$ cat config.mk
export PLATFORM = sky130hd
export DESIGN_NAME = mbbn_back
export DESIGN_NICKNAME = d
export VERILOG_FILES = /design/src/hdl/mbbn_pkg.sv /design/src/hdl/mbbn_back.sv
export SDC_FILE = /design/constraint.sdc
export NUM_CORES = 2
export LEC_CHECK = 0
export BUFFER_PORTS_ARGS = -buffer_cell sky130_fd_sc_hd__buf_2
export CORE_MARGIN = 3
export CORE_UTILIZATION = 55
export DETAILED_ROUTE_END_ITERATION = 12
export PLACE_DENSITY_LB_ADDON = 0.3
export SYNTH_ARGS = -nofsm -noshare
export SYNTH_HDL_FRONTEND = slang
export SYNTH_SLANG_ARGS = --single-unit
$ cat constraint.sdc
create_clock -name clk -period 10.49 [get_ports clk]
set_clock_uncertainty 0.05 [all_clocks]
set_input_delay 2.098 -clock clk [delete_from_list [all_inputs] [get_ports clk]]
set_output_delay 2.098 -clock clk [all_outputs]
set_load 0.1 [all_outputs]
$ cat src/hdl/mbbn_pkg.sv
package mbbn_pkg;

  // default coordinate format: signed Q16.16 in 32 bits
  localparam int COORD_WIDTH_DEF = 32;
  localparam int FRAC_BITS_DEF   = 16;

  // entries held between the front and back ends
  localparam int QUEUE_DEPTH = 2;

  // queue entry: {zero, scale, neg[2:0], mag[2], mag[1], mag[0]}
  function automatic int ent_width(input int cw);
    return 4 * cw + 4;
  endfunction

endpackage

$ cat src/hdl/mbbn_back.sv
module mbbn_back
  import mbbn_pkg::*;
#(
  parameter int COORD_WIDTH = COORD_WIDTH_DEF,
  parameter int FRAC_BITS   = FRAC_BITS_DEF,
  localparam int ENT_W      = ent_width(COORD_WIDTH)
) (
  input  logic                        clk,
  input  logic                        rst_n,
  input  logic                        q_empty,
  input  logic [ENT_W-1:0]            q_rdata,
  output logic                        q_pop,
  output logic                        out_valid,
  input  logic                        out_ready,
  output logic signed [FRAC_BITS:0]   out_x,
  output logic signed [FRAC_BITS:0]   out_y,
  output logic signed [FRAC_BITS:0]   out_z,
  output logic                        out_degenerate
);

  localparam int CW   = COORD_WIDTH;
  localparam int PW   = 2 * CW;
  localparam int PQ_W = PW - FRAC_BITS;

  localparam logic [PQ_W-1:0] HALF_Q = PQ_W'(1) << (FRAC_BITS - 1);
  localparam logic [FRAC_BITS:0] HALF_U = {2'b01, {(FRAC_BITS - 1){1'b0}}};
  localparam logic signed [FRAC_BITS:0] POS_HALF = {2'b01, {(FRAC_BITS - 1){1'b0}}};
  localparam logic signed [FRAC_BITS:0] NEG_HALF = {2'b11, {(FRAC_BITS - 1){1'b0}}};

  logic [CW-1:0] mag [3];
  logic [2:0]    neg;
  logic [CW-1:0] scale;
  logic          zero;
  logic [CW-1:0] mag_sel;
  logic [PW-1:0] prod;
  logic          step, last, out_load;

  logic [1:0]                cnt_r;
  logic [PW-1:0]             prod_r [3];
  logic [2:0]                pd_neg_r;
  logic                      pd_zero_r;
  logic                      pd_vld_r;
  logic                      out_valid_r;
  logic signed [FRAC_BITS:0] out_x_r, out_y_r, out_z_r;
  logic                      out_deg_r;

  // scale the product back and clamp at one half, then restore the sign
  function automatic logic [FRAC_BITS:0] norm_axis(input logic [PW-1:0] p, input logic ng);
    logic [PQ_W-1:0]    q;
    logic [FRAC_BITS:0] m;
    q = p[PW-1:FRAC_BITS];
    m = (q > HALF_Q) ? HALF_U : q[FRAC_BITS:0];
    return ng ? -m : m;
  endfunction

  // queue entry fields
  always_comb begin
    for (int a = 0; a < 3; a++) begin
      mag[a] = q_rdata[a*CW +: CW];
    end
  end
  assign neg   = q_rdata[3*CW +: 3];
  assign scale = q_rdata[3*CW+3 +: CW];
  assign zero  = q_rdata[4*CW+3];

  // one shared multiplier, one axis a cycle while the queue holds an entry and the hold stage can take it
  always_comb begin
    unique case (cnt_r)
      2'd0:    mag_sel = mag[0];
      2'd1:    mag_sel = mag[1];
      2'd2:    mag_sel = mag[2];
      default: mag_sel = '0;
    endcase
  end
  assign prod = PW'(mag_sel) * PW'(scale);

  assign out_load = pd_vld_r && (!out_valid_r || out_ready);
  assign step     = !q_empty && (!pd_vld_r || out_load);
  assign last     = step && (cnt_r == 2'd2);
  assign q_pop    = last;

  // axis counter and product hold stage
  always_ff @(posedge clk) begin
    if (!rst_n) begin
      cnt_r    <= '0;
      pd_vld_r <= 1'b0;
    end else begin
      if (step) begin
        cnt_r <= last ? 2'd0 : cnt_r + 1'b1;
      end
      if (last) begin
        pd_vld_r <= 1'b1;
      end else if (out_load) begin
        pd_vld_r <= 1'b0;
      end
    end
  end

  always_ff @(posedge clk) begin
    for (int a = 0; a < 3; a++) begin
      if (step && (cnt_r == 2'(a))) begin
        prod_r[a] <= prod;
      end
    end
    if (last) begin
      pd_neg_r  <= neg;
      pd_zero_r <= zero;
    end
  end

  // output register
  always_ff @(posedge clk) begin
    if (!rst_n) begin
      out_valid_r <= 1'b0;
    end else if (out_load) begin
      out_valid_r <= 1'b1;
    end else if (out_ready) begin
      out_valid_r <= 1'b0;
    end
  end

  always_ff @(posedge clk) begin
    if (out_load) begin
      out_x_r   <= pd_zero_r ? '0 : norm_axis(prod_r[0], pd_neg_r[0]);
      out_y_r   <= pd_zero_r ? '0 : norm_axis(prod_r[1], pd_neg_r[1]);
      out_z_r   <= pd_zero_r ? '0 : norm_axis(prod_r[2], pd_neg_r[2]);
      out_deg_r <= pd_zero_r;
    end
  end

  assign out_valid      = out_valid_r;
  assign out_x          = out_x_r;
  assign out_y          = out_y_r;
  assign out_z          = out_z_r;
  assign out_degenerate = out_deg_r;

  // entries leave the queue only after their third axis
  a_pop_last: assert property (@(posedge clk) disable iff (!rst_n)
    q_pop |-> (cnt_r == 2'd2 && !q_empty))
    else $error("queue pop before all axes multiplied");

  // a degenerate mesh gives an all-zero vertex
  a_deg_zero: assert property (@(posedge clk) disable iff (!rst_n)
    (out_valid_r && out_deg_r) |-> (out_x_r == '0 && out_y_r == '0 && out_z_r == '0))
    else $error("degenerate result with nonzero coordinate");

  // results stay within plus or minus one half
  a_range: assert property (@(posedge clk) disable iff (!rst_n)
    out_valid_r |-> (out_x_r <= POS_HALF && out_x_r >= NEG_HALF &&
                     out_y_r <= POS_HALF && out_y_r >= NEG_HALF &&
                     out_z_r <= POS_HALF && out_z_r >= NEG_HALF))
    else $error("normalized coordinate beyond one half");

endmodule

==> metrics <==
status finished clean; leading cell type by number of instances after synthesis sky130_fd_sc_hd__fa_1; max-cap violations 0; clock buffer count from CTS 21; worst setup path class in2reg; number of instances on the worst hold path 0; average routed wire per standard cell 21.2 µm; HPWL after detailed placement 90.2 mm; Mean Syn Cell Area 9.76 µm²; number of remaining DRC errors 0; number of hold violations in the final report 0; hold slack 0.399 ns; count of distinct cell types in the synthesized netlist 63; Top FF cell, synth sky130_fd_sc_hd__edfxtp_1; PortBufs 189; Detailed Route Iter0 Violations 2159; total number of vias 30300; clock-pin transition on the worst setup and hold timing paths 0.06 ns; residual antenna-violating net count after detailed routing 0; fin nets 5617; met2 capacity usage during global routing 49.4%; portion of the post-synthesis area used by sequential elements 14.7%; Sum Neg Setup Slack 0 ns; wire length after detailed routing 112 mm; clock tree root buffer cell sky130_fd_sc_hd__clkbuf_16; H-Tree Depth 1; actual transition at the worst max-transition pin 1.17 ns; setup repair after global routing missed its margin no; largest net degree at the start of global routing 55; leading post-synthesis cells by cell area sky130_fd_sc_hd__fa_1 (43%), sky130_fd_sc_hd__edfxtp_1 (14%), sky130_fd_sc_hd__and2_1 (9.4%); I/O pin count 190; area of the mapped netlist 41500 µm²; Yosys top cell by area sky130_fd_sc_hd__fa_1; post-CTS setup buffer count 0; via count of the first global-routing pass 32300; slew margin rel. 21.8%; number of diodes 0; worst min-delay path category reg2reg; full die area 78700 µm²; max-slew violation total from the final report 0; initial standard-cell utilization of the core 55.6%; logic depth of the worst register-to-register path 27; most frequent cells after synthesis sky130_fd_sc_hd__fa_1 (895), sky130_fd_sc_hd__inv_1 (862), sky130_fd_sc_hd__and2_1 (623); met1 routing resource usage after global routing 36.7%; crit path launch type primary input; number of endpoints failing setup at the final stage 0; final standard cell area without fillers 44400 µm²; area share of the largest cell type after synthesis 43.2%; number of synthesized flops with an enable pin 200; GR Layer Usage met3 4.22%; global-route wire length before repair 178 mm; floorplan row count 100; CTS max path bufs 3; die height 281 µm; overall fraction of global-route tracks in use 29.4%; post-detailed-route via-to-cell ratio 5.70; Crit. End Element register; layout cells sized above 1 8.81%; post-synthesis register bit count 204; Clk Latency, worst-skew pair 0.50 ns; most utilized layer in the global route result met2; yosys synthesis warning count 0; Remaining Overflow, GRT 0; # clock sinks 204; routability congestion estimate from global placement 0.919; clock tree from TritonCTS built; placed cell area 43600 µm²; first drt pass iteration count 8; Post-CTS Hold Fix Bufs 0; number of cells produced by synthesis 4250; async set or reset register ratio after synthesis 0%; post-cts repair resize count 0; data arrival time of the critical path 10.15 ns; area added between synthesis and finish 6.95%; top fanout value on the critical path 22; highest clock frequency the design can meet 100 MHz; antenna violations before repair 3; Core Box Area 74600 µm²; syn nets 5548; Final Cycle Share 95.1%; required time of the worst setup path 10.66 ns; final critical-path required period 9.98 ns; Horiz. Die Dim 281 µm
[flip-flops by register name, indices dropped and copies added, names as in the netlist]
register / cells
pd_neg_r: 3
prod_r: 144
cnt_r: 2
out_degenerate: 1
pd_zero_r: 1
out_x: 17
pd_vld_r: 1
out_z: 17
out_valid: 1
out_y: 17
[cell type report]
class	count	area (µm²)
fill	6325	30200
tap	969	1210
inverter	862	3240
clock inverter	16	201
clock buffer	22	529
sequential	204	6090
multi-input combinational	2942	31300
timing repair buffer	288	1750
[logic make-up after synthesis]
| logic type | Yosys count | share of synthesized area (%) |
|---|---|---|
| and+or+nand+nor | 1388 | 17.4 |
| adders and majority gates | 1162 | 51.3 |
| muxes | 2 | 0.0483 |
| DFF | 204 | 14.7 |
| buffers and inverters | 1104 | 10.0 |
| xor gates and xnor gates | 75 | 1.58 |
| AOI/OAI and AO/OA | 315 | 5.04 |
[per-layer routing]
metal	up-vias	routed length, µm
li1	13000	-
met1	15500	41600
met2	1287	54700
met3	414	8060
met4	2	8020
met5	-	9
[placed cells by master (no fill, tap or decap), drive strengths merged, types with 49 or more instances in the layout]
cell type | Yosys | routed
and2 | 623 | 623
ha | 267 | 267
nand2 | 489 | 489
fa | 895 | 895
a21oi | 115 | 115
o21ai | 49 | 49
nor2 | 104 | 104
edfxtp | 200 | 200
buf | 4 | 288
inv | 862 | 865
[path summary, 6_finish.rpt]
kind,start,endpoint,slack [ns]
max,q_rdata[76],prod_r[0][188],0.51
min,pd_zero_r,out_degenerate,0.40
max reg2reg,cnt_r[0],prod_r[0][188],0.67
min reg2reg,pd_zero_r,out_degenerate,0.40
[critical path: stages]
cell,delay (ns)
sky130_fd_sc_hd__buf_2,0.08
sky130_fd_sc_hd__a222oi_1,0.10
sky130_fd_sc_hd__nor2_2,0.47
sky130_fd_sc_hd__buf_4,0.40
sky130_fd_sc_hd__nand2_1,0.20
sky130_fd_sc_hd__fa_1,0.48
sky130_fd_sc_hd__inv_1,0.07
sky130_fd_sc_hd__fa_1,0.44
sky130_fd_sc_hd__fa_1,0.52
sky130_fd_sc_hd__inv_1,0.06
sky130_fd_sc_hd__fa_1,0.48
sky130_fd_sc_hd__inv_1,0.07
sky130_fd_sc_hd__fa_1,0.50
sky130_fd_sc_hd__fa_1,0.56
sky130_fd_sc_hd__fa_1,0.43
sky130_fd_sc_hd__fa_1,0.46
sky130_fd_sc_hd__ha_1,0.39
sky130_fd_sc_hd__a21o_1,0.22
sky130_fd_sc_hd__a21o_1,0.18
sky130_fd_sc_hd__a221oi_1,0.24
sky130_fd_sc_hd__o21a_1,0.20
sky130_fd_sc_hd__a21oi_1,0.13
sky130_fd_sc_hd__nor4b_1,0.61
sky130_fd_sc_hd__o21bai_1,0.27
sky130_fd_sc_hd__a221oi_2,0.32
sky130_fd_sc_hd__xnor2_1,0.16
[per-stage QoR]
stage | utilization (%) | setup slack (ns) | std cells
2_1_floorplan | - | 1.15 | 4250
3_3_place_gp | 58.5 | 0.171 | 5265
3_5_place_dp | 58.5 | 0.00473 | 5265
4_1_cts | 59.5 | 0.510 | 5303
5_1_grt | 59.5 | 0.256 | 5303
6_report | 59.5 | 0.513 | 5303
Power is left out: the tool's default activity adds up to more than one toggle a clock period on the data nets, which glitch-free logic cannot reach.
