### src/hdl/mbbn_pkg.sv
package mbbn_pkg;

  // default coordinate format: signed Q16.16 in 32 bits
  localparam int COORD_WIDTH_DEF = 32;
  localparam int FRAC_BITS_DEF   = 16;

  // entries held between the front and back ends
  localparam int QUEUE_DEPTH = 2;

  // queue entry: {zero, scale, neg[2:0], mag[2], mag[1], mag[0]}
  function automatic int ent_width(input int cw);
    return 4 * cw + 4;
  endfunction

endpackage

### src/hdl/mbbn_front.sv
module mbbn_front
  import mbbn_pkg::*;
#(
  parameter int COORD_WIDTH = COORD_WIDTH_DEF,
  parameter int FRAC_BITS   = FRAC_BITS_DEF,
  localparam int ENT_W      = ent_width(COORD_WIDTH)
) (
  input  logic                          clk,
  input  logic                          rst_n,
  input  logic                          in_valid,
  output logic                          in_ready,
  input  logic                          in_func,
  input  logic                          in_first,
  input  logic signed [COORD_WIDTH-1:0] in_x,
  input  logic signed [COORD_WIDTH-1:0] in_y,
  input  logic signed [COORD_WIDTH-1:0] in_z,
  output logic                          q_push,
  output logic [ENT_W-1:0]              q_wdata,
  input  logic                          q_full
);

  localparam int CW    = COORD_WIDTH;
  localparam int QW    = 2 * FRAC_BITS + 1;
  localparam int CNT_W = $clog2(QW);
  localparam int DW    = (QW > CW) ? QW : CW;

  localparam logic ST_IDLE = 1'b0;
  localparam logic ST_DIV  = 1'b1;

  logic                 st_r, st_nxt;
  logic signed [CW-1:0] min_r [3], min_nxt [3];
  logic signed [CW-1:0] max_r [3], max_nxt [3];
  logic signed [CW-1:0] ctr_r [3], ctr_nxt [3];
  logic [CW-1:0]        scale_r, scale_nxt;
  logic                 rdy_r, rdy_nxt;
  logic                 zero_r, zero_nxt;
  logic [CNT_W-1:0]     cnt_r, cnt_nxt;
  logic [CW-1:0]        rem_r, rem_nxt;
  logic [QW-1:0]        quo_r, quo_nxt;
  logic [CW-1:0]        dvs_r, dvs_nxt;

  logic signed [CW-1:0] vin [3];
  logic signed [CW:0]   sum [3];
  logic signed [CW:0]   ext [3];
  logic [CW-1:0]        extu [3];
  logic signed [CW-1:0] cent [3];
  logic [CW-1:0]        ext01, largest;
  logic signed [CW:0]   dif [3];
  logic signed [CW:0]   absd [3];
  logic [CW-1:0]        mag [3];
  logic [2:0]           neg;
  logic                 acc, start;

  logic                 nb, ge;
  logic [CW:0]          rem_sh, trial;
  logic [CW-1:0]        rem_step;
  logic [QW-1:0]        quo_step;
  logic [DW-1:0]        quo_ext;
  logic [CW-1:0]        scale_fin;

  assign vin[0] = in_x;
  assign vin[1] = in_y;
  assign vin[2] = in_z;

  // handshake: measure always taken when idle, normalize needs scale and room
  assign in_ready = (st_r == ST_IDLE) && (!in_func || (rdy_r && !q_full));
  assign acc      = in_valid && in_ready;
  assign start    = (st_r == ST_IDLE) && in_valid && in_func && !rdy_r;

  // box center and extents from the current bounds
  always_comb begin
    for (int a = 0; a < 3; a++) begin
      sum[a]  = {min_r[a][CW-1], min_r[a]} + {max_r[a][CW-1], max_r[a]};
      ext[a]  = {max_r[a][CW-1], max_r[a]} - {min_r[a][CW-1], min_r[a]};
      extu[a] = ext[a][CW-1:0];
      cent[a] = sum[a][CW:1];
    end
    ext01   = (extu[0] > extu[1]) ? extu[0] : extu[1];
    largest = (ext01 > extu[2]) ? ext01 : extu[2];
  end

  // offset from center, as sign and magnitude
  always_comb begin
    for (int a = 0; a < 3; a++) begin
      dif[a]  = {vin[a][CW-1], vin[a]} - {ctr_r[a][CW-1], ctr_r[a]};
      neg[a]  = dif[a][CW];
      absd[a] = neg[a] ? -dif[a] : dif[a];
      mag[a]  = absd[a][CW-1:0];
    end
  end

  assign q_push  = acc && in_func;
  assign q_wdata = {zero_r, scale_r, neg[2], neg[1], neg[0], mag[2], mag[1], mag[0]};

  // restoring divide of 2^(2*FRAC_BITS) by the largest extent, one bit a cycle
  assign nb       = (cnt_r == CNT_W'(QW - 1));
  assign rem_sh   = {rem_r, nb};
  assign trial    = rem_sh - {1'b0, dvs_r};
  assign ge       = (rem_sh >= {1'b0, dvs_r});
  assign rem_step = ge ? trial[CW-1:0] : rem_sh[CW-1:0];
  assign quo_step = {quo_r[QW-2:0], ge};
  assign quo_ext  = DW'(quo_step);
  assign scale_fin = (quo_ext > DW'({CW{1'b1}})) ? {CW{1'b1}} : quo_ext[CW-1:0];

  // next state
  always_comb begin
    st_nxt    = st_r;
    min_nxt   = min_r;
    max_nxt   = max_r;
    ctr_nxt   = ctr_r;
    scale_nxt = scale_r;
    rdy_nxt   = rdy_r;
    zero_nxt  = zero_r;
    cnt_nxt   = cnt_r;
    rem_nxt   = rem_r;
    quo_nxt   = quo_r;
    dvs_nxt   = dvs_r;
    unique case (st_r)
      ST_IDLE: begin
        // measure vertex: widen or restart bounds
        if (acc && !in_func) begin
          for (int a = 0; a < 3; a++) begin
            if (in_first || (vin[a] < min_r[a])) begin
              min_nxt[a] = vin[a];
            end
            if (in_first || (vin[a] > max_r[a])) begin
              max_nxt[a] = vin[a];
            end
          end
          rdy_nxt = 1'b0;
        end
        // first normalize vertex after a measure: set up center and scale
        if (start) begin
          ctr_nxt = cent;
          dvs_nxt = largest;
          rem_nxt = '0;
          cnt_nxt = CNT_W'(QW - 1);
          if (largest == '0) begin
            zero_nxt  = 1'b1;
            scale_nxt = '0;
            rdy_nxt   = 1'b1;
          end else begin
            st_nxt = ST_DIV;
          end
        end
      end
      ST_DIV: begin
        rem_nxt = rem_step;
        quo_nxt = quo_step;
        if (cnt_r == '0) begin
          scale_nxt = scale_fin;
          zero_nxt  = 1'b0;
          rdy_nxt   = 1'b1;
          st_nxt    = ST_IDLE;
        end else begin
          cnt_nxt = cnt_r - 1'b1;
        end
      end
      default: st_nxt = ST_IDLE;
    endcase
  end

  // control and mesh state
  always_ff @(posedge clk) begin
    if (!rst_n) begin
      st_r    <= ST_IDLE;
      min_r   <= '{default: '0};
      max_r   <= '{default: '0};
      ctr_r   <= '{default: '0};
      scale_r <= '0;
      rdy_r   <= 1'b0;
      zero_r  <= 1'b0;
      cnt_r   <= '0;
    end else begin
      st_r    <= st_nxt;
      min_r   <= min_nxt;
      max_r   <= max_nxt;
      ctr_r   <= ctr_nxt;
      scale_r <= scale_nxt;
      rdy_r   <= rdy_nxt;
      zero_r  <= zero_nxt;
      cnt_r   <= cnt_nxt;
    end
  end

  // divider datapath
  always_ff @(posedge clk) begin
    rem_r <= rem_nxt;
    quo_r <= quo_nxt;
    dvs_r <= dvs_nxt;
  end

  // a divide only runs while the scale is stale
  a_div_stale: assert property (@(posedge clk) disable iff (!rst_n)
    (st_r == ST_DIV) |-> (!rdy_r && !in_ready))
    else $error("divider running with a valid scale");

  // a normalize request only goes out on a fresh scale and free queue
  a_push_ok: assert property (@(posedge clk) disable iff (!rst_n)
    q_push |-> (rdy_r && !q_full && !start))
    else $error("queue push without scale or room");

endmodule

### config.mk
export PLATFORM = sky130hd
export DESIGN_NAME = mbbn_front
export DESIGN_NICKNAME = d
export VERILOG_FILES = /design/src/hdl/mbbn_pkg.sv /design/src/hdl/mbbn_front.sv
export SDC_FILE = /design/constraint.sdc
export NUM_CORES = 2
export LEC_CHECK = 0
export ABC_AREA = 1
export BUFFER_PORTS_ARGS = -buffer_cell sky130_fd_sc_hd__buf_2
export CORE_MARGIN = 10
export CORE_UTILIZATION = 43
export CTS_CLUSTER_DIAMETER = 100
export CTS_CLUSTER_SIZE = 24
export DETAILED_ROUTE_END_ITERATION = 10
export HOLD_SLACK_MARGIN = 0.03
export PLACE_DENSITY = 0.59
export SKIP_CTS_REPAIR_TIMING = 1
export SLEW_MARGIN = 20
export SYNTH_ARGS = -nofsm -noshare
export SYNTH_HDL_FRONTEND = slang
export SYNTH_SLANG_ARGS = --single-unit
### constraint.sdc
create_clock -name clk -period 7.4 [get_ports clk]
set_input_delay 0.37 -clock clk [delete_from_list [all_inputs] [get_ports clk]]
set_output_delay 0.37 -clock clk [all_outputs]
set_load 0.02 [all_outputs]
==> impl_metrics.env <==
export IMPL_status="finished, final reports clean"
export IMPL_final_common_cell="nand2_1"
export IMPL_cpPeakStageDelay_ns=0.40
export IMPL_power_density_nw_per_um2=315.9
export IMPL_routed_wl_um=126100
export IMPL_numCtsBuffers=28
export IMPL_final_core_util_pct=48.10
export IMPL_drive_above_1_share_pct=8.084
export IMPL_synth_edf_count=96
export IMPL_critPathSlowestCell="fa_1"
export IMPL_tightest_slew_ns=1.040
export IMPL_wl_per_cell_um=17.20
export IMPL_path_delay_family="simple AND/OR/NAND/NOR gates"
export IMPL_grt_pass1_wl_um=197800
export IMPL_ys_top_cells_by_area="ha_1 18%, dfxtp_1 16%, nand2_1 9.7%, a21oi_1 9.2%, inv_1 8.5%"
export IMPL_synthFlopType="dfxtp_1"
export IMPL_intPower_mw=7.038
export IMPL_placement_rows=111
export IMPL_period_minus_slack_ns=6.885
export IMPL_vdd_ir_drop_max_mv=0.3860
export IMPL_netlist_area_sq_um=39990
export IMPL_cp_max_fo=29
export IMPL_cts_buffer_depth=3
export IMPL_cp_common_cell="nand2_1"
export IMPL_switching_share_pct=49.62
export IMPL_yosys_register_bits=425
export IMPL_combPwrFrac_pct=65.7
export IMPL_cts_num_sinks=425
export IMPL_area_growth_pct=10.58
export IMPL_min_path_type="input port to flip-flop"
export IMPL_htreeDepth=1
export IMPL_place_inst=7263
export IMPL_seq_area_frac_synth_pct=23.68
export IMPL_slew_headroom_pct=30.68
export IMPL_synth_top_area_share_pct=17.96
export IMPL_synthCells=5868
export IMPL_setup_worst_path_class="flip-flop to flip-flop"
export IMPL_dieArea_sq_um=105600
export IMPL_gp_congestion=0.9167
export IMPL_insertion_delay_ns=0.66
export IMPL_slew_viol_final=0
export IMPL_critPathArrivalTime_ns=7.44
export IMPL_synth_avg_cell_area_sq_um=6.815
export IMPL_cts_tree="built"
export IMPL_seqPwrFrac_pct=21.3
export IMPL_fp_coreArea_sq_um=91940
export IMPL_final_cells=7331
export IMPL_cp_end_kind="flip-flop"
export IMPL_die_y_um=325.0
export IMPL_setup_tns_ns=0
export IMPL_grt_usage_pct=22.57
export IMPL_nets=6750
export IMPL_p_total_mw=13.97
export IMPL_power_switching_mw=6.932
export IMPL_fillers=9676
export IMPL_die_x_um=325.0
export IMPL_ant_nets=0
export IMPL_clkTransAtPathRegs_ns=0.10
export IMPL_yosysWarnings=0
export IMPL_syn_num_nets=6554
export IMPL_setup_viol=0
export IMPL_cts_root_buf="clkbuf_16"
export IMPL_vias=38730
export IMPL_firstDrtPassIters=6
export IMPL_dpl_hpwl_um=100900
export IMPL_cp_start_kind="flip-flop"
export IMPL_power_frac_clock_pct=13.1
export IMPL_path_buf_inv=8
export IMPL_max_freq_ghz=0.1452
export IMPL_final_cell_mix="1,024 x nand2_1, 902 x inv_1, 730 x a21oi_1"
export IMPL_start_util_pct=43.50
export IMPL_period_share_pct=93.04
export IMPL_drcViolationCount=0
export IMPL_grt_pass1_vias=36640
export IMPL_cap_violations=0
export IMPL_async_flop_share_pct=0
export IMPL_viasPerCell=5.283
export IMPL_io_buffers=235
export IMPL_grt_ovfl_total=0
export IMPL_p_leak_nw=21.15
export IMPL_fin_worst_skew_ns=0.04802
export IMPL_antenna_found_initial=5
export IMPL_ios=236
export IMPL_initialDrtViolationCount=2645
export IMPL_cp_required_ns=7.96
export IMPL_grt_max_degree=90
export IMPL_synth_top_cell_by_area="ha_1"
export IMPL_ys_types=55
export IMPL_finalHoldViolations=0
## power groups by stage
| stage | Combinational (mW) | Sequential (mW) | Clock [mW] |
|---|---|---|---|
| 2_1_floorplan | 5.84 | 2.96 | 0 |
| 3_3_place_gp | 8.79 | 3.02 | 0 |
| 3_5_place_dp | 8.82 | 3.02 | 0 |
| 4_1_cts | 8.87 | 2.97 | 1.88 |
| 5_1_grt | 10.3 | 3.00 | 1.96 |
| 6_report | 9.17 | 2.97 | 1.83 |
## cells by family (layout without fill, tap and decap cells)
logic type,after synthesis,count (layout),share of synthesized area [%]
AO/OA/AOI/OAI,1524,1524,20.81
XOR/XNOR,286,286,6.263
adder cells (fa/ha/maj),584,584,18.46
buffers and inverters,1099,1316,10.62
flip-flops,425,425,23.68
other,0,2,0
AND/OR/NAND/NOR,1950,1951,20.17
## state kept, by name (all words and copies together), names as in the netlist
register  count
dvs_r        32
zero_r        1
rdy_r         1
min_r        96
quo_r        32
st_r          1
rem_r        32
max_r        96
ctr_r        96
cnt_r         6
scale_r      32
## routing by layer
layer  track usage (%)  up-vias  part of all wire (%)  wire, um
li1                  -    19980                     -         -
met1             30.78    17800                    48     60240
met2             37.64      799                    45     57060
met3             2.611      149                   4.6      5834
met4             5.306        2                   2.3      2928
met5                 0        -                0.0095        12
## per-stage QoR
step / setup WS [ns] / cell area, sq um / hold slack (ns)
floorplan: 0.8630 / 39990 / 0.4207
global placement: 0.1605 / 42770 / 0.4248
detailed placement: 0.01983 / 42770 / 0.4270
CTS: 0.01525 / 43780 / 0.01872
global route: -0.04379 / 44220 / 0.04738
finish: 0.5149 / 44220 / 0.04710
## cell type report
class | count | area [sq um] | area share (%)
Antenna cell | 2 | 5.005 | 0.01132
Clock buffer | 34 | 733.2 | 1.658
Clock inverter | 18 | 272.8 | 0.6168
Inverter | 914 | 3431 | 7.758
Multi-Input combinational cell | 4345 | 26600 | 60.16
Sequential cell | 425 | 9472 | 21.42
Tap cell | 1243 | 1555 | 3.517
Timing Repair Buffer | 350 | 2151 | 4.863
## worst min-delay path, cell delays in order
cell and delay (ns):
buf_2 0.08, o21ai_0 0.07, a21oi_1 0.11
## final timing paths
path | startpoint | to | slack (ns) | depth (start not counted)
max | max_r[32] | scale_r[9] | 0.51 | 47
min | in_x[0] | max_r[64] | 0.05 | 3
max reg2reg | max_r[32] | scale_r[9] | 0.51 | 47
min reg2reg | quo_r[18] | quo_r[19] | 0.45 | 0
## cells in the mapped netlist, drive strengths merged, types with 23 or more instances
library cell / n
ha: 574
xnor2: 85
dfxtp: 329
a21boi: 24
o21ai: 486
a211oi: 25
o211ai: 24
o21a: 24
nor2: 478
nand4: 64
a21oi: 738
nor3: 87
xor2: 201
a31oi: 34
nor4: 23
nand2: 1040
clkbuf: 139
edfxtp: 96
inv: 911
buf: 46
o22ai: 67
nand3: 231
No activity file was read; power rests on OpenSTA's default activity.
