**config.mk**
```make
export PLATFORM = sky130hd
export DESIGN_NAME = mbbn_queue
export DESIGN_NICKNAME = d
export VERILOG_FILES = /design/src/hdl/mbbn_pkg.sv /design/src/hdl/mbbn_queue.sv
export SDC_FILE = /design/constraint.sdc
export NUM_CORES = 1
export LEC_CHECK = 0
export BUFFER_PORTS_ARGS = -buffer_cell sky130_fd_sc_hd__buf_2
export CAP_MARGIN = 10
export CORE_MARGIN = 3
export CORE_UTILIZATION = 43
export DETAILED_ROUTE_END_ITERATION = 10
export HOLD_SLACK_MARGIN = 0.03
export PLACE_DENSITY = 0.7
export SETUP_SLACK_MARGIN = 0.2
export SYNTH_ARGS = -nofsm -noshare
export SYNTH_HDL_FRONTEND = slang
export SYNTH_SLANG_ARGS = --single-unit
```
**constraint.sdc**
```tcl
create_clock -name clk -period 1.01 [get_ports clk]
set_input_delay 0.0505 -clock clk [delete_from_list [all_inputs] [get_ports clk]]
set_output_delay 0.0505 -clock clk [all_outputs]
set_load 0.02 [all_outputs]
```
**src/hdl/mbbn_pkg.sv**
```systemverilog
package mbbn_pkg;

  // default coordinate format: signed Q16.16 in 32 bits
  localparam int COORD_WIDTH_DEF = 32;
  localparam int FRAC_BITS_DEF   = 16;

  // entries held between the front and back ends
  localparam int QUEUE_DEPTH = 2;

  // queue entry: {zero, scale, neg[2:0], mag[2], mag[1], mag[0]}
  function automatic int ent_width(input int cw);
    return 4 * cw + 4;
  endfunction

endpackage

```
**src/hdl/mbbn_queue.sv**
```systemverilog
module mbbn_queue
  import mbbn_pkg::*;
#(
  parameter int WIDTH = 8,
  parameter int DEPTH = QUEUE_DEPTH
) (
  input  logic             clk,
  input  logic             rst_n,
  input  logic             push,
  input  logic [WIDTH-1:0] wdata,
  output logic             full,
  input  logic             pop,
  output logic [WIDTH-1:0] rdata,
  output logic             empty
);

  localparam int PW  = (DEPTH > 1) ? $clog2(DEPTH) : 1;
  localparam int CTW = $clog2(DEPTH + 1);

  logic [WIDTH-1:0] slot_r [DEPTH];
  logic [PW-1:0]    wr_ptr_r, rd_ptr_r;
  logic [CTW-1:0]   cnt_r;

  assign full  = (cnt_r == CTW'(DEPTH));
  assign empty = (cnt_r == '0);
  assign rdata = slot_r[rd_ptr_r];

  // entry storage
  always_ff @(posedge clk) begin
    if (push) begin
      slot_r[wr_ptr_r] <= wdata;
    end
  end

  // pointers and fill count
  always_ff @(posedge clk) begin
    if (!rst_n) begin
      wr_ptr_r <= '0;
      rd_ptr_r <= '0;
      cnt_r    <= '0;
    end else begin
      if (push) begin
        wr_ptr_r <= (wr_ptr_r == PW'(DEPTH - 1)) ? '0 : wr_ptr_r + 1'b1;
      end
      if (pop) begin
        rd_ptr_r <= (rd_ptr_r == PW'(DEPTH - 1)) ? '0 : rd_ptr_r + 1'b1;
      end
      if (push && !pop) begin
        cnt_r <= cnt_r + 1'b1;
      end else if (pop && !push) begin
        cnt_r <= cnt_r - 1'b1;
      end
    end
  end

endmodule

```
==> run metrics, run 1 <==
filler cell count in the final layout=109; setup ws final=-0.234 ns; Crit Path Category=flip-flop to output port; RSZ-0062 raised after global routing=true; Post-synth top cells=edfxtp_1, mux2_2, dfxtp_1; Max-Cap Viols=0; Slew HR=89.3%; via count=between 400 and 500; first-pass detailed-route iteration total=1; Ports=22; crit path cell chain=mux2_4 > buf_6; arrival time worst endpoint=approximately 1.2 ns; Post-synth EDFFs=16; post-DR wirelength/cell=about 13 µm; Die W=roughly 49 µm; row cnt=14; final core area utilization=75.0%; crit share post-route=123%; Worst Clk Skew=around 0.0013 ns; Post-synth ARST share=0%; top cell type's share of synthesized area=roughly three fifths; Synthesis Warnings=0; nets=around 100; DRC=0; Final Critical Period=between 1 and 1.5 ns; number of unique standard cell types used by synthesis=16; Worst-Skew Late Latency=roughly 0.29 ns; number of global-route vias before repair=just over 500; Total Power=1.83 mW; CP max FO=8; Clock H-tree levels=1; number of diodes=0; slowest stage delay, CP=approximately 0.45 ns; Congestion Overflow GR=0; TritonCTS Sinks=21; Slew Limit Fails=0; Synth Register Bits=21; final hold violations=0; global-route wire length before repair=between 2000 and 2500 µm; Main synth FF type=edfxtp_1; synthesized area=795 µm²; GRT Total Usage=between 10% and 20%; DRT iter0 DRCs=0; placer congestion estimate=between 0.6 and 0.7; Crit-path slowest cell=dfxtp_4; CTS tree=done; placed wire-length estimate=between 900 and 1000 µm; Root Buffer=clkbuf_4; sequential share of the synthesized area=between 70% and 80%; Post-Syn Nets=60; I/O Buffers=21; failing checks=setup timing; PwrDens=between 1500 and 2000 mW/mm²; initial antenna violation count=0; initial core utilization=around half; most frequent cell after synthesis=edfxtp_1; Post-CTS Setup Bufs=0; worst-case clock buffer depth=2; fmax=~800 MHz; die area=~0.0024 mm²; Slew @ Worst Pin=roughly 0.16 ns; Setup-failing EPs final=10; core area=0.00161 mm²; share of cells above drive strength 1=52.9%; Leak=0.503 nW; number of buffers created by CTS=3; largest net degree at the start of global routing=12; status=finished, violations left; CTS clock-pin slew for the worst setup and hold paths=approximately 0.10 ns; Worst setup SP type=flip-flop; crit end category=output port; antenna-violating nets left=0; via density per instance=approximately 4.4; maximum VDD drop=between 0.0009 and 0.001 V; Synth Instances=47; HP Class=input port to flip-flop; largest area contributor in the netlist=edfxtp_1; Post-Syn Area per Cell=about 17 µm²; Layout area overhead=52.1%; overall die height=about 49 µm; Routed WL=about 1400 µm; Worst EP required=roughly 0.96 ns; Synth area leaders=edfxtp_1, dfxtp_1, mux2_2
[final timing paths]
check,slack [ns],startpoint,depth (start not counted),endpoint
worst max-delay path,-0.23,flip-flop,2,rdata[5]
worst min-delay path,0.16,push,4,cnt_r[1]$_SDFFE_PN0P_
worst max register to register,-0.02,cnt_r[0]$_SDFFE_PN0P_,3,cnt_r[1]$_SDFFE_PN0P_
worst min register to register,0.54,cnt_r[1]$_SDFFE_PN0P_,2,cnt_r[1]$_SDFFE_PN0P_
[stage by stage]
step	hold slack, ns	TNS [ns]	setup WS (ns)	cell area, µm²	instances
final	0.164	-1.94	-0.234	1210	109
after global placement	0.241	0	0.0127	1000	96
after CTS	0.155	-2.08	-0.256	1190	109
after floorplan	0.149	0	0.0727	840	47
after global routing	0.182	-2.42	-0.285	1210	109
after detailed placement	0.243	-0.0243	-0.00967	1000	96
[area by class of cell]
class | count | area (µm²) | area share (%)
Sequential cell | 21 | 593 | 49.1
Timing Repair Buffer | 35 | 303 | 25.1
Multi-Input combinational cell | 24 | 253 | 20.9
Tap cell | 24 | 30.0 | 2.48
Clock buffer | 4 | 26.3 | 2.17
Inverter | 1 | 3.75 | 0.311
[state kept, by name (all words and copies together) (netlist names), named ones only]
| name | flops |
|---|---|
| slot_r | 16 |
| cnt_r | 2 |
| wr_ptr_r | 1 |
| rd_ptr_r | 1 |
[metal layers]
layer	vias up	track usage [%]	share of wire [%]	routed length, µm
li1	247	-	-	-
met1	219	13.6	41	568
met2	14	25.8	54	741
met3	2	2.75	3.7	51
met4	0	4.27	1.1	15
met5	-	0	0	0
[what timing repair did]
action,in CTS,in global routing
setup endpoints to repair,27,28
pin swaps,2,3
gates resized for setup,24,5
hold endpoints to repair,21,0
hold buffers,9,0
[report_power, final]
part           leakage [nW]  internal, mW  switching [mW]
clock                0.0150         0.154           0.224
sequential            0.194         0.992          0.0508
combinational         0.294         0.246           0.159
total                 0.503          1.39           0.434
[cell usage in the layout (no fill, tap or decap), types with 2 or more instances in the layout]
| master | n |
|---|---|
| and2_1 | 3 |
| xor2_1 | 2 |
| edfxtp_1 | 16 |
| clkbuf_4 | 3 |
| mux2_4 | 8 |
| buf_6 | 12 |
| buf_4 | 3 |
| dfxtp_4 | 3 |
| dlygate4sd3_1 | 9 |
| buf_2 | 11 |
[logic make-up (layout without fill, tap and decap cells)]
| family | count (synthesis) | count (layout) | share of synthesized area [%] |
|---|---|---|---|
| xor gates and xnor gates | 3 | 3 | 3.31 |
| adders and majority gates | 1 | 1 | 1.57 |
| DFF | 21 | 21 | 73.1 |
| buffers and inverters | 2 | 40 | 1.10 |
| AOI/OAI and AO/OA | 3 | 3 | 2.52 |
| and+or+nand+nor | 9 | 9 | 7.09 |
| muxes | 8 | 8 | 11.3 |
[critical path: cells and delay by family, from the launching register on]
family,cells,cell delay [ns]
muxes,1,0.32
buffers and inverters,1,0.13
DFF,1,0.45
Note: power is estimated with default switching activity, not from simulation.
==> run 2: changes to the inputs <==
- CAP_MARGIN: 10 -> 20
- PLACE_DENSITY: 0.7 -> 0.69
==> run metrics, run 2 (synthesis gave the netlist of run 1 again) <==
Final Critical Period=1.25 ns (+0.0104 ns); initial antenna violation count=0 (unchanged); die area=0.00240 mm² (unchanged); final hold violations=0 (unchanged); max reg flops=16 (unchanged); row cnt=14 (unchanged); reg2reg start=cnt_r[0]$_SDFFE_PN0P_; RR Endpoint=cnt_r[1]$_SDFFE_PN0P_; CTS clock-pin slew for the worst setup and hold paths=0.11 ns (about the same); fmax=797 MHz (-0.83%); number of buffers created by CTS=3 (unchanged); worst-case reg-to-reg path depth=3 (unchanged); slowest stage delay, CP=0.45 ns (about the same); post-DR wirelength/cell=13.2 µm (+4.7%); maximum VDD drop=0.00111 V (+14%); Slew @ Worst Pin=0.164 ns (+0.00470 ns); initial core utilization=49.3% (unchanged); Total Power=1.86 mW (+1.7%); placer congestion estimate=0.634 (-4.2%); Clock H-tree levels=1 (unchanged); Worst setup SP type=flip-flop; Crit-path slowest cell=dfxtp_4; setup ws final=-0.245 ns (-0.0104 ns); placed insts=95 (-1.0%); number of diodes=0 (unchanged); Slew Limit Fails=0 (unchanged); via density per instance=4.61 (+4.1%); Layout area overhead=52.8%; CP max FO=8 (unchanged); setup_tns=-2.01 ns (-0.0670 ns); Leak=0.509 nW (+1.1%); crit share post-route=124% (+1.0 points); placed wire-length estimate=859 µm (-7.6%); Die W=49.0 µm (unchanged); GRT Total Usage=13.2% (+0.074 points); Worst Clk Skew=0.00464 ns (+0.00333 ns); I/O Buffers=21 (unchanged); Worst setup endpoint=rdata[4]; FF-to-FF setup slack=0.01 ns (+0.03 ns); Root Buffer=clkbuf_4; status=finished, violations left; antenna-violating nets left=0 (unchanged); Setup-failing EPs final=9 (-1); Ports=22 (unchanged); worst-case clock buffer depth=2 (unchanged); DRT iter0 DRCs=6 (+6); Crit Path Category=flip-flop to output port; share of cells above drive strength 1=54.1% (+1.2 points); Finished Layout Cells=109 (unchanged); Routed WL=1440 µm (+4.7%); crit path cell chain=mux2_4 > buf_6; failing checks=setup timing; first-pass detailed-route iteration total=3 (+2); RSZ-0062 raised after global routing=true; biggest regs=slot_r (16), cnt_r (2); Congestion Overflow GR=0 (unchanged); arrival time worst endpoint=1.20 ns (about the same); Worst EP required=0.96 ns (about the same); nets=99 (unchanged); number of global-route vias before repair=502 (-2.0%); most frequent cells in the layout=edfxtp_1, buf_2, buf_6; via count=502 (+4.1%); largest net degree at the start of global routing=12 (unchanged); CTS tree=done; global-route wire length before repair=2290 µm (-2.9%); Most flops, register=slot_r; PwrDens=1530 mW/mm² (+1.3%); core area=0.00161 mm² (unchanged); crit end category=output port; commonest non-fill, non-tap cell in the layout=edfxtp_1; Slew HR=89.0% (-0.24 points); Worst-Skew Late Latency=0.30 ns (about the same); overall die height=49.0 µm (unchanged); DRC=0 (unchanged); Max-Cap Viols=0 (unchanged); HP Class=input port to flip-flop; TritonCTS Sinks=21 (unchanged)
## run 2: cell counts in the layout (fill, tap and decap cells not counted)
No cell type changed its count.
## run 2: metal layers
layer | routed length [µm] | vias up | GRT usage (%)
met4 | 38 | 0 | 8.53
met2 | 843 | 14 | 24.2
met3 | 46 | 5 | 2.75
met1 | 512 | 237 | 13.4
met5 | 0 | - | 0
li1 | - | 246 | -
## run 2: through the flow
step	hold slack [ns]	instance area [µm²]	util, %	worst slack [ns]
floorplan	0.149	840	-	0.0727
global placement	0.238	1010	62.4	0.00336
detailed placement	0.243	1010	62.4	-0.00390
CTS	0.147	1190	73.8	-0.260
global route	0.158	1210	75.3	-0.299
finish	0.161	1210	75.3	-0.245
## run 2: cell type report
class                   count  area (µm²)
well taps                  24        30.0
clock buffers               4        26.3
flip-flops and latches     21         591
fillers                   108         398
inverters                   1        3.75
repair buffers             35         308
multi-input cells          24         255
## run 2: what timing repair did
item / CTS / global route
endpoints found under the setup margin: 27 / 27
pin swaps: 4 / 3
endpoints found under the hold margin: 21 / 0
gates resized for setup: 22 / 4
hold buffers: 9 / 0
setup buffers: 0 / 1
## run 2: how the worst min path moves through the flow
stage | start | endpoint | cells after the start
floorplan | wdata[0] | slot_r[0][0]$_DFFE_PP_ | 0
global placement | wdata[7] | slot_r[1][7]$_DFFE_PP_ | 1
detailed placement | wdata[4] | slot_r[0][4]$_DFFE_PP_ | 1
CTS | push | cnt_r[1]$_SDFFE_PN0P_ | 4
global route | push | wr_ptr_r$_SDFFE_PN0P_ | 4
finish | push | wr_ptr_r$_SDFFE_PN0P_ | 4
## run 2: critical path, delay by kind of cell (launching register included)
family | cells | cell delay (ns)
muxes | 1 | 0.32
buffers and inverters | 1 | 0.13
DFF | 1 | 0.45
## run 2: where the power goes
| part | leakage, nW | switching [mW] | total, mW | internal, mW |
|---|---|---|---|---|
| registers | 0.194 | 0.0439 | 1.04 | 0.991 |
| logic | 0.300 | 0.169 | 0.425 | 0.256 |
| clock network | 0.0150 | 0.243 | 0.398 | 0.154 |
| total | 0.509 | 0.456 | 1.86 | 1.40 |
==> run 3: changes to the inputs <==
- BUFFER_PORTS_ARGS: -buffer_cell sky130_fd_sc_hd__buf_2 -> default
- CORE_UTILIZATION: 43 -> 30
- DONT_BUFFER_PORTS: default -> 1
- PLACE_DENSITY: 0.69 -> 0.44
==> run metrics, run 3 (synthesis gave the netlist of run 1 again) <==
worst-case clock buffer depth=2 (unchanged); CP top delay family=flip-flops; crit share post-route=114% (-11 points); largest net degree at the start of global routing=12 (unchanged); max reg flops=16 (unchanged); Slew HR=89.4% (+0.38 points); placer congestion estimate=0.677 (+6.7%); final core area utilization=43.2% (-32 points); fmax=872 MHz (+9.4%); Crit-path slowest cell=dfxtp_4; Slew @ Worst Pin=0.158 ns (-0.00621 ns); biggest regs=slot_r (16), cnt_r (2); RSZ-0062 raised after global routing=true; CTS tree=done; Hold Crit Start=push; number of global-route vias before repair=463 (-7.8%); CP max FO=8 (unchanged); die area=0.00330 mm² (+38%); number of buffers created by CTS=3 (unchanged); Ports=22 (unchanged); nets=78 (-21%); HP Class=input port to flip-flop; Buf+Inv Stages, Crit Path=0 (-1); setup_tns=-1.12 ns (+0.886 ns); share of cells above drive strength 1=35.9% (-18 points); antenna-violating nets left=0 (unchanged); crit path cell chain=mux2_4; Die W=57.5 µm (+17%); TritonCTS Sinks=21 (unchanged); DRC=0 (unchanged); DRT iter0 DRCs=6 (unchanged); status=finished, violations left; maximum VDD drop=0.000957 V (-14%); placed wire-length estimate=955 µm (+11%); via count=424 (-16%); Max-Cap Viols=0 (unchanged); Worst Clk Skew=0.00505 ns (+0.000408 ns); Worst EP required=0.96 ns (about the same); multi-input logic area=253 µm² (-0.98%); Worst setup SP type=flip-flop; initial antenna violation count=0 (unchanged); Crit Path Category=flip-flop to output port; Routed WL=1380 µm (-4.5%); Clock H-tree levels=1 (unchanged); Slew Limit Fails=0 (unchanged); Most flops, register=slot_r; number of diodes=0 (unchanged); failing checks=setup timing; Post-DP Area=886 µm² (-12%); hold path depth=1 (-3); most frequent cells in the layout=edfxtp_1, dlygate4sd3_1, mux2_4; row cnt=18 (+4); Leak=0.408 nW (-20%); post-DR wirelength/cell=14.6 µm (+11%); crit end category=output port; commonest non-fill, non-tap cell in the layout=edfxtp_1; reg2reg start=cnt_r[0]$_SDFFE_PN0P_; overall die height=57.5 µm (+17%); final hold violations=0 (unchanged); Seq. cell area=594 µm² (+0.64%); Worst Hold Endpoint=slot_r[1][4]$_DFFE_PP_; Worst-Skew Late Latency=0.29 ns (about the same); Setup-failing EPs final=9 (unchanged); first-pass detailed-route iteration total=4 (+1); FF-to-FF setup slack=-0.04 ns (-0.05 ns); Congestion Overflow GR=0 (unchanged); initial core utilization=31.8% (-18 points); filler cell count in the final layout=230 (+110%); arrival time worst endpoint=1.10 ns (-0.10 ns); design area=0.00108 mm² (-11%); Layout area overhead=36.1%; Total Power=1.73 mW (-7.1%); GRT Total Usage=8.75% (-4.4 points); Final Critical Period=1.15 ns (-0.108 ns); worst slack at placement=0.0200 ns (+0.0239 ns); RR Endpoint=cnt_r[1]$_SDFFE_PN0P_; core area=0.00250 mm² (+55%); Root Buffer=clkbuf_4; I/O Buffers=0 (-100%); setup ws final=-0.137 ns (+0.108 ns); global-route wire length before repair=2040 µm (-11%); CTS clock-pin slew for the worst setup and hold paths=0.10 ns (about the same); PwrDens=1600 mW/mm² (+4.3%); via density per instance=4.51 (-2.1%); slowest stage delay, CP=0.45 ns (about the same); worst-case reg-to-reg path depth=3 (unchanged)
## run 3: cell count changes in the layout (fill, tap and decap cells not counted), sizes merged
cell         before  now
buf              26    2
dlygate4sd3       9   11
clkbuf            4    5
## run 3: power breakdown
part / leakage [nW] / internal, mW / switching [mW]
clock: 0.0150 / 0.153 / 0.220
combinational: 0.199 / 0.168 / 0.142
sequential: 0.194 / 0.993 / 0.0496
total: 0.408 / 1.31 / 0.411
## run 3: layout make-up
cell class,instances,area share (%)
inverter,1,0.347
multi-input combinational,24,23.4
sequential,21,55.0
timing repair buffer,14,15.4
tap,30,3.47
clock buffer,4,2.43
## run 3: worst max path at each step
stage                     slack [ns]  depth (start not counted)                  start               endpoint
after floorplan                 0.07                          3  cnt_r[0]$_SDFFE_PN0P_  cnt_r[1]$_SDFFE_PN0P_
after global placement          0.06                          3  cnt_r[0]$_SDFFE_PN0P_  cnt_r[1]$_SDFFE_PN0P_
after detailed placement        0.02                          3  cnt_r[0]$_SDFFE_PN0P_  cnt_r[1]$_SDFFE_PN0P_
after CTS                      -0.16                          1              flip-flop               rdata[1]
after global routing           -0.18                          1              flip-flop               rdata[1]
final                          -0.14                          1              flip-flop               rdata[1]
## run 3: what timing repair did
action	4_1_cts	5_1_grt
hold endpoints to repair	21	0
resized for setup	8	3
pin swaps	4	2
cloned	1	0
setup endpoints to repair	28	29
setup buffers	0	1
hold buffers	11	0
## run 3: layer usage
layer | vias up | track usage [%] | part of all wire (%)
li1 | 204 | - | -
met1 | 204 | 7.16 | 31
met2 | 16 | 18.4 | 61
met3 | 0 | 2.26 | 7.8
met4 | 0 | 3.97 | 0
met5 | - | 0 | 0
## run 3: through the flow
stage          hold WS, ns  std cells
2_1_floorplan        0.149         47
3_3_place_gp         0.149         77
3_5_place_dp         0.149         77
4_1_cts             0.0785         93
5_1_grt             0.0798         94
6_report            0.0856         94
